--- config.mk ---
export PLATFORM = sky130hd
export DESIGN_NAME = zero_stuff_interpolating_fir_unit_flat
export DESIGN_NICKNAME = d
export VERILOG_FILES = /design/src/hdl/zsif_pkg.sv /design/src/hdl/zsif_if.sv /design/src/hdl/zero_stuff_interpolating_fir_unit.sv /design/src/hdl/zsif_ram.sv /design/src/hdl/zsif_ctrl.sv /design/src/hdl/zsif_datapath.sv /design/src/flat_wrapper.sv
export SDC_FILE = /design/constraint.sdc
export NUM_CORES = 2
export LEC_CHECK = 0
export BUFFER_PORTS_ARGS = -buffer_cell sky130_fd_sc_hd__buf_2
export CELL_PAD_IN_SITES_DETAIL_PLACEMENT = 1
export CELL_PAD_IN_SITES_GLOBAL_PLACEMENT = 1
export CORE_MARGIN = 1
export CORE_UTILIZATION = 28
export CTS_BUF_LIST = sky130_fd_sc_hd__clkbuf_8
export DETAILED_ROUTE_END_ITERATION = 8
export GPL_TIMING_DRIVEN = 1
export HOLD_SLACK_MARGIN = 0.08
export PLACE_DENSITY_LB_ADDON = 0.3
export SETUP_SLACK_MARGIN = 0.15
export SYNTH_ARGS = -nofsm -noshare
export SYNTH_HDL_FRONTEND = slang
export SYNTH_HIERARCHICAL = 1
export SYNTH_SLANG_ARGS = --single-unit
--- constraint.sdc ---
create_clock -name clock -period 19.54 [get_ports clock]
set_input_delay 5.862 -clock clock [delete_from_list [all_inputs] [get_ports clock]]
set_output_delay 5.862 -clock clock [all_outputs]
set_load 0.05 [all_outputs]
--- src/hdl/zsif_pkg.sv ---
`timescale 1ns / 1ps

package zsif_pkg;

   // Sizes of the stores and of the register fields
   localparam int MAX_TAPS   = 64;
   localparam int MAX_INTERP = 8;

   localparam int TAP_IDX_W  = $clog2(MAX_TAPS);
   localparam int TAP_CNT_W  = $clog2(MAX_TAPS + 1);
   localparam int K_W        = (MAX_INTERP > 1) ? $clog2(MAX_INTERP) : 1;

   localparam int INTERP_W   = 4;
   localparam int SAMPLE_W   = 16;
   localparam int COEFF_W    = 18;
   localparam int TIME_W     = 32;
   localparam int COEFF_IDX_W = 6;

   // Arithmetic: Q3.14 coefficient times integer sample
   localparam int FRAC_BITS  = 14;
   localparam int PROD_W     = SAMPLE_W + COEFF_W;
   localparam int ACC_W      = PROD_W + TAP_IDX_W;
   localparam int Y_W        = ACC_W - FRAC_BITS;

   localparam logic signed [ACC_W-1:0]    ROUND_BIAS = ACC_W'(1) <<< (FRAC_BITS - 1);
   localparam logic signed [SAMPLE_W-1:0] OUT_MAX = {1'b0, {(SAMPLE_W-1){1'b1}}};
   localparam logic signed [SAMPLE_W-1:0] OUT_MIN = {1'b1, {(SAMPLE_W-1){1'b0}}};

   // Configuration port
   localparam int CSR_IDX_W  = 2;
   localparam int CSR_DATA_W = 7;
   localparam logic [CSR_IDX_W-1:0] REG_INTERP_FACTOR = CSR_IDX_W'(0);
   localparam logic [CSR_IDX_W-1:0] REG_TAP_COUNT     = CSR_IDX_W'(1);

   // Request commands
   localparam logic CMD_FILTER = 1'b0;
   localparam logic CMD_LOAD   = 1'b1;

   // Controller to datapath
   typedef struct packed {
      logic                 capture;     // latch sample and timestamp
      logic                 coeff_we;    // coefficient load request
      logic                 hist_we;     // history write
      logic                 stuff_zero;  // history write carries a stuffed zero
      logic [TAP_IDX_W-1:0] hist_waddr;
      logic                 rd_issue;    // one tap read
      logic [TAP_IDX_W-1:0] rd_tap;
      logic [TAP_IDX_W-1:0] hist_raddr;
      logic                 acc_clear;
      logic                 emit;        // load the output register
      logic                 emit_last;
   } zsif_cmd_type;

   // Datapath to controller
   typedef struct packed {
      logic pipe_busy;
      logic out_free;
   } zsif_sts_type;

endpackage

--- src/hdl/zsif_if.sv ---
`timescale 1ns / 1ps

// Request channel
interface zsif_req_if;
   logic                                   valid;
   logic                                   ready;
   logic                                   command;
   logic signed [zsif_pkg::SAMPLE_W-1:0]   sample;
   logic [zsif_pkg::TIME_W-1:0]            sample_time;
   logic [zsif_pkg::COEFF_IDX_W-1:0]       coeff_index;
   logic signed [zsif_pkg::COEFF_W-1:0]    coeff_value;

   modport source (output valid, command, sample, sample_time, coeff_index, coeff_value,
                   input ready);
   modport sink   (input valid, command, sample, sample_time, coeff_index, coeff_value,
                   output ready);
endinterface

// Result channel
interface zsif_rsp_if;
   logic                                   valid;
   logic                                   ready;
   logic signed [zsif_pkg::SAMPLE_W-1:0]   filtered;
   logic [zsif_pkg::TIME_W-1:0]            out_time;
   logic                                   last;
   logic                                   saturated;

   modport source (output valid, filtered, out_time, last, saturated, input ready);
   modport sink   (input valid, filtered, out_time, last, saturated, output ready);
endinterface

// Register write channel
interface zsif_csr_if;
   logic                                   valid;
   logic                                   ready;
   logic [zsif_pkg::CSR_IDX_W-1:0]         index;
   logic [zsif_pkg::CSR_DATA_W-1:0]        data;

   modport source (output valid, index, data, input ready);
   modport sink   (input valid, index, data, output ready);
endinterface

--- src/hdl/zero_stuff_interpolating_fir_unit.sv ---
`timescale 1ns / 1ps

// Zero-stuffing interpolating FIR. A filter request (command 0) writes its
// sample into a 64-entry circular history followed by interp_factor-1 zeros
// and returns one result per write, each tagged with the request's timestamp,
// with last set on the final one. A load request (command 1) writes one Q3.14
// coefficient and returns nothing. Each result takes one history write, one
// multiply-accumulate per tap through the single read port of the history and
// coefficient memories, a drain of the multiply and add stages and a load of
// the output register, which waits until the previous result has been taken.
// Results are rounded half up to integer and saturated to 16 bits, with
// saturated flagging a clip. Both memories read as zero after reset with no
// clearing pass. Register writes (0: interp_factor, 1: tap_count, values
// clamped into range) are taken in any cycle and belong between requests.
module zero_stuff_interpolating_fir_unit (
   input  logic        clock,
   input  logic        reset,
   zsif_req_if.sink    req_if,
   zsif_rsp_if.source  rsp_if,
   zsif_csr_if.sink    csr_if
);

   zsif_pkg::zsif_cmd_type cmd;
   zsif_pkg::zsif_sts_type sts;

   logic                                  req_ready;
   logic                                  csr_ready;
   logic                                  rsp_valid;
   logic signed [zsif_pkg::SAMPLE_W-1:0]  rsp_filtered;
   logic [zsif_pkg::TIME_W-1:0]           rsp_out_time;
   logic                                  rsp_last;
   logic                                  rsp_saturated;

   zsif_ctrl u_ctrl (
      .clock       (clock),
      .reset       (reset),
      .req_valid   (req_if.valid),
      .req_command (req_if.command),
      .req_ready   (req_ready),
      .csr_valid   (csr_if.valid),
      .csr_index   (csr_if.index),
      .csr_data    (csr_if.data),
      .csr_ready   (csr_ready),
      .cmd         (cmd),
      .sts         (sts)
   );

   zsif_datapath u_datapath (
      .clock           (clock),
      .reset           (reset),
      .cmd             (cmd),
      .sts             (sts),
      .req_sample      (req_if.sample),
      .req_sample_time (req_if.sample_time),
      .req_coeff_index (req_if.coeff_index),
      .req_coeff_value (req_if.coeff_value),
      .rsp_valid       (rsp_valid),
      .rsp_ready       (rsp_if.ready),
      .rsp_filtered    (rsp_filtered),
      .rsp_out_time    (rsp_out_time),
      .rsp_last        (rsp_last),
      .rsp_saturated   (rsp_saturated)
   );

   assign req_if.ready     = req_ready;
   assign csr_if.ready     = csr_ready;
   assign rsp_if.valid     = rsp_valid;
   assign rsp_if.filtered  = rsp_filtered;
   assign rsp_if.out_time  = rsp_out_time;
   assign rsp_if.last      = rsp_last;
   assign rsp_if.saturated = rsp_saturated;

endmodule

--- src/hdl/zsif_ram.sv ---
`timescale 1ns / 1ps

// Simple dual-port RAM: one write port, one read port, registered read
module zsif_ram #(
   parameter int WIDTH = 16,
   parameter int DEPTH = 64
) (
   input  logic                     clock,
   input  logic                     we,
   input  logic [$clog2(DEPTH)-1:0] waddr,
   input  logic [WIDTH-1:0]         wdata,
   input  logic [$clog2(DEPTH)-1:0] raddr,
   output logic [WIDTH-1:0]         rdata
);

   logic [WIDTH-1:0] mem_ff [DEPTH];

   always_ff @(posedge clock) begin
      if (we) begin
         mem_ff[waddr] <= wdata;
      end
      rdata <= mem_ff[raddr];
   end

endmodule

--- src/hdl/zsif_ctrl.sv ---
`timescale 1ns / 1ps

// Sequencer: registers, write pointer, output and tap counters
module zsif_ctrl (
   input  logic                               clock,
   input  logic                               reset,
   input  logic                               req_valid,
   input  logic                               req_command,
   output logic                               req_ready,
   input  logic                               csr_valid,
   input  logic [zsif_pkg::CSR_IDX_W-1:0]     csr_index,
   input  logic [zsif_pkg::CSR_DATA_W-1:0]    csr_data,
   output logic                               csr_ready,
   output zsif_pkg::zsif_cmd_type             cmd,
   input  zsif_pkg::zsif_sts_type             sts
);

   localparam logic [1:0] ST_IDLE  = 2'd0;
   localparam logic [1:0] ST_WRITE = 2'd1;
   localparam logic [1:0] ST_MAC   = 2'd2;
   localparam logic [1:0] ST_DRAIN = 2'd3;

   logic [1:0]                         state_ff, state_in;
   logic [zsif_pkg::INTERP_W-1:0]      factor_ff, factor_in;
   logic [zsif_pkg::TAP_CNT_W-1:0]     taps_ff, taps_in;
   logic [zsif_pkg::TAP_IDX_W-1:0]     wp_ff, wp_in;
   logic [zsif_pkg::K_W-1:0]           k_ff, k_in;
   logic [zsif_pkg::TAP_IDX_W-1:0]     j_ff, j_in;

   logic                               req_accept;
   logic                               k_last;
   logic                               j_last;
   logic [zsif_pkg::INTERP_W-1:0]      csr_factor;
   logic [zsif_pkg::TAP_CNT_W-1:0]     csr_taps;
   logic [zsif_pkg::TAP_CNT_W-1:0]     raddr_wide;

   assign req_ready  = (state_ff == ST_IDLE);
   assign req_accept = req_valid && req_ready;
   assign csr_ready  = 1'b1;

   assign k_last = (k_ff == zsif_pkg::K_W'(factor_ff - zsif_pkg::INTERP_W'(1)));
   assign j_last = (j_ff == zsif_pkg::TAP_IDX_W'(taps_ff - zsif_pkg::TAP_CNT_W'(1)));

   // Register values are clamped into range as they are written
   always_comb begin
      csr_factor = zsif_pkg::INTERP_W'(csr_data);
      if (csr_factor == '0) begin
         csr_factor = zsif_pkg::INTERP_W'(1);
      end else if (csr_factor > zsif_pkg::INTERP_W'(zsif_pkg::MAX_INTERP)) begin
         csr_factor = zsif_pkg::INTERP_W'(zsif_pkg::MAX_INTERP);
      end
      csr_taps = zsif_pkg::TAP_CNT_W'(csr_data);
      if (csr_taps < zsif_pkg::TAP_CNT_W'(2)) begin
         csr_taps = zsif_pkg::TAP_CNT_W'(2);
      end else if (csr_taps > zsif_pkg::TAP_CNT_W'(zsif_pkg::MAX_TAPS)) begin
         csr_taps = zsif_pkg::TAP_CNT_W'(zsif_pkg::MAX_TAPS);
      end
   end

   always_comb begin
      factor_in = factor_ff;
      taps_in   = taps_ff;
      if (csr_valid && csr_ready) begin
         case (csr_index)
            zsif_pkg::REG_INTERP_FACTOR: factor_in = csr_factor;
            zsif_pkg::REG_TAP_COUNT:     taps_in   = csr_taps;
            default: ;
         endcase
      end
   end

   // History read address: newest write minus (taps-1-j), modulo depth
   assign raddr_wide = zsif_pkg::TAP_CNT_W'(wp_ff) + zsif_pkg::TAP_CNT_W'(j_ff)
                       + zsif_pkg::TAP_CNT_W'(1) - taps_ff;

   // Sequencing
   always_comb begin
      state_in = state_ff;
      wp_in    = wp_ff;
      k_in     = k_ff;
      j_in     = j_ff;

      cmd            = '0;
      cmd.capture    = req_accept && (req_command == zsif_pkg::CMD_FILTER);
      cmd.coeff_we   = req_accept && (req_command == zsif_pkg::CMD_LOAD);
      cmd.hist_waddr = wp_ff;
      cmd.stuff_zero = (k_ff != '0);
      cmd.rd_tap     = j_ff;
      cmd.hist_raddr = raddr_wide[zsif_pkg::TAP_IDX_W-1:0];
      cmd.emit_last  = k_last;

      case (state_ff)
         ST_IDLE: begin
            if (cmd.capture) begin
               k_in     = '0;
               state_in = ST_WRITE;
            end
         end
         ST_WRITE: begin
            cmd.hist_we   = 1'b1;
            cmd.acc_clear = 1'b1;
            j_in          = '0;
            state_in      = ST_MAC;
         end
         ST_MAC: begin
            cmd.rd_issue = 1'b1;
            j_in         = j_ff + zsif_pkg::TAP_IDX_W'(1);
            if (j_last) begin
               state_in = ST_DRAIN;
            end
         end
         ST_DRAIN: begin
            if (!sts.pipe_busy && sts.out_free) begin
               cmd.emit = 1'b1;
               wp_in    = wp_ff + zsif_pkg::TAP_IDX_W'(1);
               if (k_last) begin
                  state_in = ST_IDLE;
               end else begin
                  k_in     = k_ff + zsif_pkg::K_W'(1);
                  state_in = ST_WRITE;
               end
            end
         end
         default: begin
            state_in = ST_IDLE;
         end
      endcase
   end

   always_ff @(posedge clock) begin
      if (reset) begin
         state_ff  <= ST_IDLE;
         factor_ff <= zsif_pkg::INTERP_W'(1);
         taps_ff   <= zsif_pkg::TAP_CNT_W'(zsif_pkg::MAX_TAPS);
         wp_ff     <= '0;
         k_ff      <= '0;
         j_ff      <= '0;
      end else begin
         state_ff  <= state_in;
         factor_ff <= factor_in;
         taps_ff   <= taps_in;
         wp_ff     <= wp_in;
         k_ff      <= k_in;
         j_ff      <= j_in;
      end
   end

   // A history write is followed at once by the read of tap 0
   assert property (@(posedge clock) disable iff (reset)
      cmd.hist_we |=> (cmd.rd_issue && (cmd.rd_tap == '0)))
      else $error("tap sweep does not follow history write");

   // The sample goes in unstuffed on the first write
   assert property (@(posedge clock) disable iff (reset)
      cmd.capture |=> (cmd.hist_we && !cmd.stuff_zero))
      else $error("captured sample not written first");

   // Every output but the last is followed by a stuffed zero write
   assert property (@(posedge clock) disable iff (reset)
      (cmd.emit && !cmd.emit_last) |=> (cmd.hist_we && cmd.stuff_zero))
      else $error("missing zero stuffing write");

   // New requests only once the MAC pipeline has emptied
   assert property (@(posedge clock) disable iff (reset)
      req_ready |-> !sts.pipe_busy)
      else $error("request taken with MAC pipeline busy");

endmodule

--- src/hdl/zsif_datapath.sv ---
`timescale 1ns / 1ps

// Stores, multiply-accumulate pipeline, rounding and output register
module zsif_datapath (
   input  logic                                  clock,
   input  logic                                  reset,
   input  zsif_pkg::zsif_cmd_type                cmd,
   output zsif_pkg::zsif_sts_type                sts,
   input  logic signed [zsif_pkg::SAMPLE_W-1:0]  req_sample,
   input  logic [zsif_pkg::TIME_W-1:0]           req_sample_time,
   input  logic [zsif_pkg::COEFF_IDX_W-1:0]      req_coeff_index,
   input  logic signed [zsif_pkg::COEFF_W-1:0]   req_coeff_value,
   output logic                                  rsp_valid,
   input  logic                                  rsp_ready,
   output logic signed [zsif_pkg::SAMPLE_W-1:0]  rsp_filtered,
   output logic [zsif_pkg::TIME_W-1:0]           rsp_out_time,
   output logic                                  rsp_last,
   output logic                                  rsp_saturated
);

   logic signed [zsif_pkg::SAMPLE_W-1:0]   sample_ff;
   logic [zsif_pkg::TIME_W-1:0]            time_ff;

   logic [zsif_pkg::MAX_TAPS-1:0]          hist_valid_ff, hist_valid_in;
   logic [zsif_pkg::MAX_TAPS-1:0]          coeff_valid_ff, coeff_valid_in;
   logic                                   coeff_in_range;
   logic [zsif_pkg::SAMPLE_W-1:0]          hist_wdata;
   logic [zsif_pkg::SAMPLE_W-1:0]          hist_q;
   logic [zsif_pkg::COEFF_W-1:0]           coeff_q;
   logic                                   hist_vq_ff;
   logic                                   coeff_vq_ff;

   logic                                   s1_ff, s2_ff;
   logic signed [zsif_pkg::SAMPLE_W-1:0]   hist_val;
   logic signed [zsif_pkg::COEFF_W-1:0]    coeff_val;
   logic signed [zsif_pkg::PROD_W-1:0]     prod_ff;
   logic signed [zsif_pkg::ACC_W-1:0]      acc_ff;

   logic signed [zsif_pkg::ACC_W-1:0]      rnd;
   logic [zsif_pkg::Y_W-1:0]               y;
   logic                                   fits;
   logic signed [zsif_pkg::SAMPLE_W-1:0]   y_sat;

   logic                                   rsp_valid_ff;
   logic signed [zsif_pkg::SAMPLE_W-1:0]   filtered_ff;
   logic [zsif_pkg::TIME_W-1:0]            out_time_ff;
   logic                                   last_ff;
   logic                                   sat_ff;

   // Request payload held for the whole sample
   always_ff @(posedge clock) begin
      if (cmd.capture) begin
         sample_ff <= req_sample;
         time_ff   <= req_sample_time;
      end
   end

   assign coeff_in_range = (zsif_pkg::TAP_CNT_W'(req_coeff_index)
                            < zsif_pkg::TAP_CNT_W'(zsif_pkg::MAX_TAPS));
   assign hist_wdata     = cmd.stuff_zero ? '0 : sample_ff;

   zsif_ram #(
      .WIDTH (zsif_pkg::SAMPLE_W),
      .DEPTH (zsif_pkg::MAX_TAPS)
   ) u_hist_ram (
      .clock (clock),
      .we    (cmd.hist_we),
      .waddr (cmd.hist_waddr),
      .wdata (hist_wdata),
      .raddr (cmd.hist_raddr),
      .rdata (hist_q)
   );

   zsif_ram #(
      .WIDTH (zsif_pkg::COEFF_W),
      .DEPTH (zsif_pkg::MAX_TAPS)
   ) u_coeff_ram (
      .clock (clock),
      .we    (cmd.coeff_we && coeff_in_range),
      .waddr (zsif_pkg::TAP_IDX_W'(req_coeff_index)),
      .wdata (req_coeff_value),
      .raddr (cmd.rd_tap),
      .rdata (coeff_q)
   );

   // Entries never written read as zero
   always_comb begin
      hist_valid_in  = hist_valid_ff;
      coeff_valid_in = coeff_valid_ff;
      if (cmd.hist_we) begin
         hist_valid_in[cmd.hist_waddr] = 1'b1;
      end
      if (cmd.coeff_we && coeff_in_range) begin
         coeff_valid_in[zsif_pkg::TAP_IDX_W'(req_coeff_index)] = 1'b1;
      end
   end

   always_ff @(posedge clock) begin
      if (reset) begin
         hist_valid_ff  <= '0;
         coeff_valid_ff <= '0;
      end else begin
         hist_valid_ff  <= hist_valid_in;
         coeff_valid_ff <= coeff_valid_in;
      end
   end

   always_ff @(posedge clock) begin
      hist_vq_ff  <= hist_valid_ff[cmd.hist_raddr];
      coeff_vq_ff <= coeff_valid_ff[cmd.rd_tap];
   end

   assign hist_val  = hist_vq_ff  ? $signed(hist_q)  : '0;
   assign coeff_val = coeff_vq_ff ? $signed(coeff_q) : '0;

   // Stage flags of the MAC pipeline
   always_ff @(posedge clock) begin
      if (reset) begin
         s1_ff <= 1'b0;
         s2_ff <= 1'b0;
      end else begin
         s1_ff <= cmd.rd_issue;
         s2_ff <= s1_ff;
      end
   end

   // Multiply, then accumulate
   always_ff @(posedge clock) begin
      prod_ff <= hist_val * coeff_val;
   end

   always_ff @(posedge clock) begin
      if (cmd.acc_clear) begin
         acc_ff <= '0;
      end else if (s2_ff) begin
         acc_ff <= acc_ff
                   + {{(zsif_pkg::ACC_W-zsif_pkg::PROD_W){prod_ff[zsif_pkg::PROD_W-1]}}, prod_ff};
      end
   end

   // Round half up, drop the fraction, clip to 16 bits
   assign rnd   = acc_ff + zsif_pkg::ROUND_BIAS;
   assign y     = rnd[zsif_pkg::ACC_W-1:zsif_pkg::FRAC_BITS];
   assign fits  = (y[zsif_pkg::Y_W-1:zsif_pkg::SAMPLE_W-1] == '0)
                  || (y[zsif_pkg::Y_W-1:zsif_pkg::SAMPLE_W-1] == '1);
   assign y_sat = fits ? $signed(y[zsif_pkg::SAMPLE_W-1:0])
                : (y[zsif_pkg::Y_W-1] ? zsif_pkg::OUT_MIN : zsif_pkg::OUT_MAX);

   // Output register
   always_ff @(posedge clock) begin
      if (reset) begin
         rsp_valid_ff <= 1'b0;
      end else if (cmd.emit) begin
         rsp_valid_ff <= 1'b1;
      end else if (rsp_ready) begin
         rsp_valid_ff <= 1'b0;
      end
   end

   always_ff @(posedge clock) begin
      if (cmd.emit) begin
         filtered_ff <= y_sat;
         out_time_ff <= time_ff;
         last_ff     <= cmd.emit_last;
         sat_ff      <= !fits;
      end
   end

   assign sts.pipe_busy = s1_ff || s2_ff;
   assign sts.out_free  = !rsp_valid_ff || rsp_ready;

   assign rsp_valid     = rsp_valid_ff;
   assign rsp_filtered  = filtered_ff;
   assign rsp_out_time  = out_time_ff;
   assign rsp_last      = last_ff;
   assign rsp_saturated = sat_ff;

   // A result only appears after the controller loads one
   assert property (@(posedge clock) disable iff (reset)
      $rose(rsp_valid_ff) |-> $past(cmd.emit))
      else $error("result raised without emit");

   // A clipped result sits at one of the rails
   assert property (@(posedge clock) disable iff (reset)
      (rsp_valid_ff && sat_ff) |-> ((filtered_ff == zsif_pkg::OUT_MAX)
                                    || (filtered_ff == zsif_pkg::OUT_MIN)))
      else $error("saturated result not at a rail");

endmodule
--- src/flat_wrapper.sv ---
// flat-port wrapper written by rule: the top's interface ports become plain ports
module zero_stuff_interpolating_fir_unit_flat 
  (clock, reset, req_if_valid, req_if_command, req_if_sample, req_if_sample_time, req_if_coeff_index, req_if_coeff_value, req_if_ready, rsp_if_valid, rsp_if_filtered, rsp_if_out_time, rsp_if_last, rsp_if_saturated, rsp_if_ready, csr_if_valid, csr_if_index, csr_if_data, csr_if_ready);
  zsif_req_if req_if_i ();
  zsif_rsp_if rsp_if_i ();
  zsif_csr_if csr_if_i ();
  input  logic clock;
  input  logic reset;
  input wire logic [$bits(req_if_i.valid)-1:0] req_if_valid;
  input wire logic [$bits(req_if_i.command)-1:0] req_if_command;
  input wire logic [$bits(req_if_i.sample)-1:0] req_if_sample;
  input wire logic [$bits(req_if_i.sample_time)-1:0] req_if_sample_time;
  input wire logic [$bits(req_if_i.coeff_index)-1:0] req_if_coeff_index;
  input wire logic [$bits(req_if_i.coeff_value)-1:0] req_if_coeff_value;
  output wire logic [$bits(req_if_i.ready)-1:0] req_if_ready;
  output wire logic [$bits(rsp_if_i.valid)-1:0] rsp_if_valid;
  output wire logic [$bits(rsp_if_i.filtered)-1:0] rsp_if_filtered;
  output wire logic [$bits(rsp_if_i.out_time)-1:0] rsp_if_out_time;
  output wire logic [$bits(rsp_if_i.last)-1:0] rsp_if_last;
  output wire logic [$bits(rsp_if_i.saturated)-1:0] rsp_if_saturated;
  input wire logic [$bits(rsp_if_i.ready)-1:0] rsp_if_ready;
  input wire logic [$bits(csr_if_i.valid)-1:0] csr_if_valid;
  input wire logic [$bits(csr_if_i.index)-1:0] csr_if_index;
  input wire logic [$bits(csr_if_i.data)-1:0] csr_if_data;
  output wire logic [$bits(csr_if_i.ready)-1:0] csr_if_ready;
  assign req_if_i.valid = req_if_valid;
  assign req_if_i.command = req_if_command;
  assign req_if_i.sample = req_if_sample;
  assign req_if_i.sample_time = req_if_sample_time;
  assign req_if_i.coeff_index = req_if_coeff_index;
  assign req_if_i.coeff_value = req_if_coeff_value;
  assign req_if_ready = req_if_i.ready;
  assign rsp_if_valid = rsp_if_i.valid;
  assign rsp_if_filtered = rsp_if_i.filtered;
  assign rsp_if_out_time = rsp_if_i.out_time;
  assign rsp_if_last = rsp_if_i.last;
  assign rsp_if_saturated = rsp_if_i.saturated;
  assign rsp_if_i.ready = rsp_if_ready;
  assign csr_if_i.valid = csr_if_valid;
  assign csr_if_i.index = csr_if_index;
  assign csr_if_i.data = csr_if_data;
  assign csr_if_ready = csr_if_i.ready;
  zero_stuff_interpolating_fir_unit u_core (.clock(clock), .reset(reset), .req_if(req_if_i), .rsp_if(rsp_if_i), .csr_if(csr_if_i));
endmodule
==> metrics.csv <==
metric;value;unit
leakage;41.8;nW
dominant synthesized flop cell;edfxtp_1;
R2R setup slack;11.56;ns
Synth Warn #;6;
Critical Path, Cell by Cell;buf_2, and3_1, nor2b_1, nand3_1, nor2_2;
pins over their slew limit;0;
Fin Hold WS;0.418;ns
TNS Setup;0;ns
status;complete, no violations;
PD cells;106;nW/µm²
drt total wl;302;mm
CP max FO;18;
DRT Pass-1 Iters;7;
Clock transition at path regs;0.06;ns
Final Cycle Share;41.7;%
final setup fails;0;
CTS resizes;0;
Worst Tran Pin Value;1.24;ns
largest net degree at the start of global routing;111;
root buffer cell;clkbuf_8;
Netlist cell types;106;
area of the mapped netlist;111000;µm²
Final ANT Viol Nets;0;
CP max-delay cell;nor2_2;
initial core utilization;28.2;%
grt ovf;0;
Vias;59000;
Async S/R FF share, synth;0;%
register area share after synthesis;66.5;%
IO Count;140;
DIE WIDTH;631;µm
# rows;230;
Syn Area/Cell;16.9;µm²
vias in the first global route;64800;
type of origin of the critical path;input pin;
unrepaired setup endpoints after global routing;no;
fin crit period;8.14;ns
CTS Buffer Depth;4;
Max transition margin;17.4;%
Max Cap Viol;0;
DRC;0;
syn_nets;7067;
layout cells sized above 1;21.3;%
WP data arrival;8.74;ns
Final Hold Vio Count;0;
Peak supply drop;0.0689;mV
commonest non-fill, non-tap cell in the layout;edfxtp_1;
clk_skew;0.151;ns
final setup margin;11.40;ns
Post-synth EDFFs;2274;
Buf/Inv on CP;1;
pre-CTS setup slack;10.34;ns
most frequent cells in the layout;edfxtp_1, mux4_2, inv_1, nor2_1, clkbuf_8;
area of the die;398000;µm²
Worst EP required;20.14;ns
Syn Inst Count;6541;
H-tree levels;5;
HP Class;flip-flop to flip-flop;
Inserted Clock Buffers;405;
Crit path max-delay family;simple AND/OR/NAND/NOR gates;
hpwl dp;191;mm
Die Ht;631;µm
initial antenna violation count;17;
number of DRC markers in iteration 0;3874;
gr usage total;15.0;%
largest stage delay on the critical path;1.15;ns
gpl congestion;0.807;
post-CTS setup repair buffer count;0;
final net count;7444;
DR vias/cell;4.74;
CTS tree;done;
# hold bufs at CTS;0;
#FFs+latches synth;2541;
Clock Sinks;2541;
Skew-Pair Late Insertion Delay;1.13;ns
WL per Instance;24.3;µm
core area;393000;µm²
Max Freq;0.123;GHz
critical path class;input pin to flip-flop;
IO buf count;138;
CP endpoint kind;flip-flop;
Syn-to-layout area delta;13.0;%
global-route wire length before repair;444;mm
==> kinds of logic after synthesis <==
family | after synthesis | synth area share, %
adder cells (fa/ha/maj) | 439 | 6.97
buffers and inverters | 737 | 3.06
AO/OA/AOI/OAI | 683 | 3.98
other | 1 | 0.00339
flip-flops | 2541 | 66.5
XOR/XNOR | 103 | 0.827
multiplexers | 772 | 13.4
AND/OR/NAND/NOR | 1265 | 5.20
==> worst paths after layout <==
| check | from | to | cells past startpoint |
|---|---|---|---|
| worst max-delay path | req_if_command | u_core/u_datapath/u_coeff_ram/mem_ff[6][4]$_DFFE_PP_ | 5 |
| worst max register to register | u_core/u_datapath/coeff_vq_ff$_DFF_P_ | u_core/u_datapath/prod_ff[33]$_DFF_P_ | 20 |
| worst min register to register | u_core/u_datapath/time_ff[14]$_DFFE_PP_ | u_core/u_datapath/rsp_out_time[14]$_DFFE_PP_ | 0 |
| worst min-delay path | u_core/u_datapath/time_ff[14]$_DFFE_PP_ | u_core/u_datapath/rsp_out_time[14]$_DFFE_PP_ | 0 |
==> cell type report <==
cell class / instances / area [µm²]
well taps: 5220 / 6530
clock inverters: 293 / 1650
inverters: 407 / 1530
repair buffers: 300 / 1940
diodes: 7 / 17.5
fillers: 40800 / 268000
clock buffers: 419 / 5770
flip-flops and latches: 2541 / 73700
multi-input cells: 3263 / 34000
==> cells in the mapped netlist (all sizes together) (46+ instances only) <==
cell       n  area [µm²]
ha       143        1790
clkbuf   158         599
xnor2     68         596
o21ai    104         520
mux4     566       12800
a21o      48         362
fa       296        5930
dfxtp    267        5350
nand3     85         425
a21oi    264        1340
inv      406        1520
a22oi     46         350
nor2     563        2120
nand2    314        1190
nor2b     67         419
mux2i    166        1660
edfxtp  2274       68300
buf      172        1260
==> per-layer routing <==
layer	wire length [µm]	vias up	global-route usage, %
li1	-	25700	-
met1	126000	31500	19.0
met2	155000	1325	26.7
met3	13100	453	2.18
met4	7740	0	3.95
met5	0	-	0
==> flip-flops by register name, summed over array words and instances (netlist names), 32 cells and up <==
name	flops
u_core/u_datapath/hist_valid_ff	64
u_core/u_datapath/rsp_out_time	32
u_core/u_datapath/acc_ff	40
u_core/u_datapath/u_coeff_ram/mem_ff	1152
u_core/u_datapath/coeff_valid_ff	64
u_core/u_datapath/time_ff	32
u_core/u_datapath/prod_ff	34
u_core/u_datapath/u_hist_ram/mem_ff	1024
==> through the flow <==
step	cell area [µm²]	cells	power [mW]	util [%]
after CTS	125000	12400	13.5	31.8
after global placement	118000	11700	9.11	29.9
after global routing	125000	12400	13.8	31.8
final	125000	12500	13.2	31.8
after floorplan	111000	6541	8.27	-
after detailed placement	118000	11700	9.15	29.9
==> power by group <==
part / switching (mW) / leakage, nW / internal [mW] / total, mW
sequential: 0.0786 / 22.7 / 6.17 / 6.24
combinational: 1.65 / 14.8 / 1.06 / 2.71
clock: 2.17 / 4.31 / 2.12 / 4.29
No activity file was read; power rests on OpenSTA's default activity.
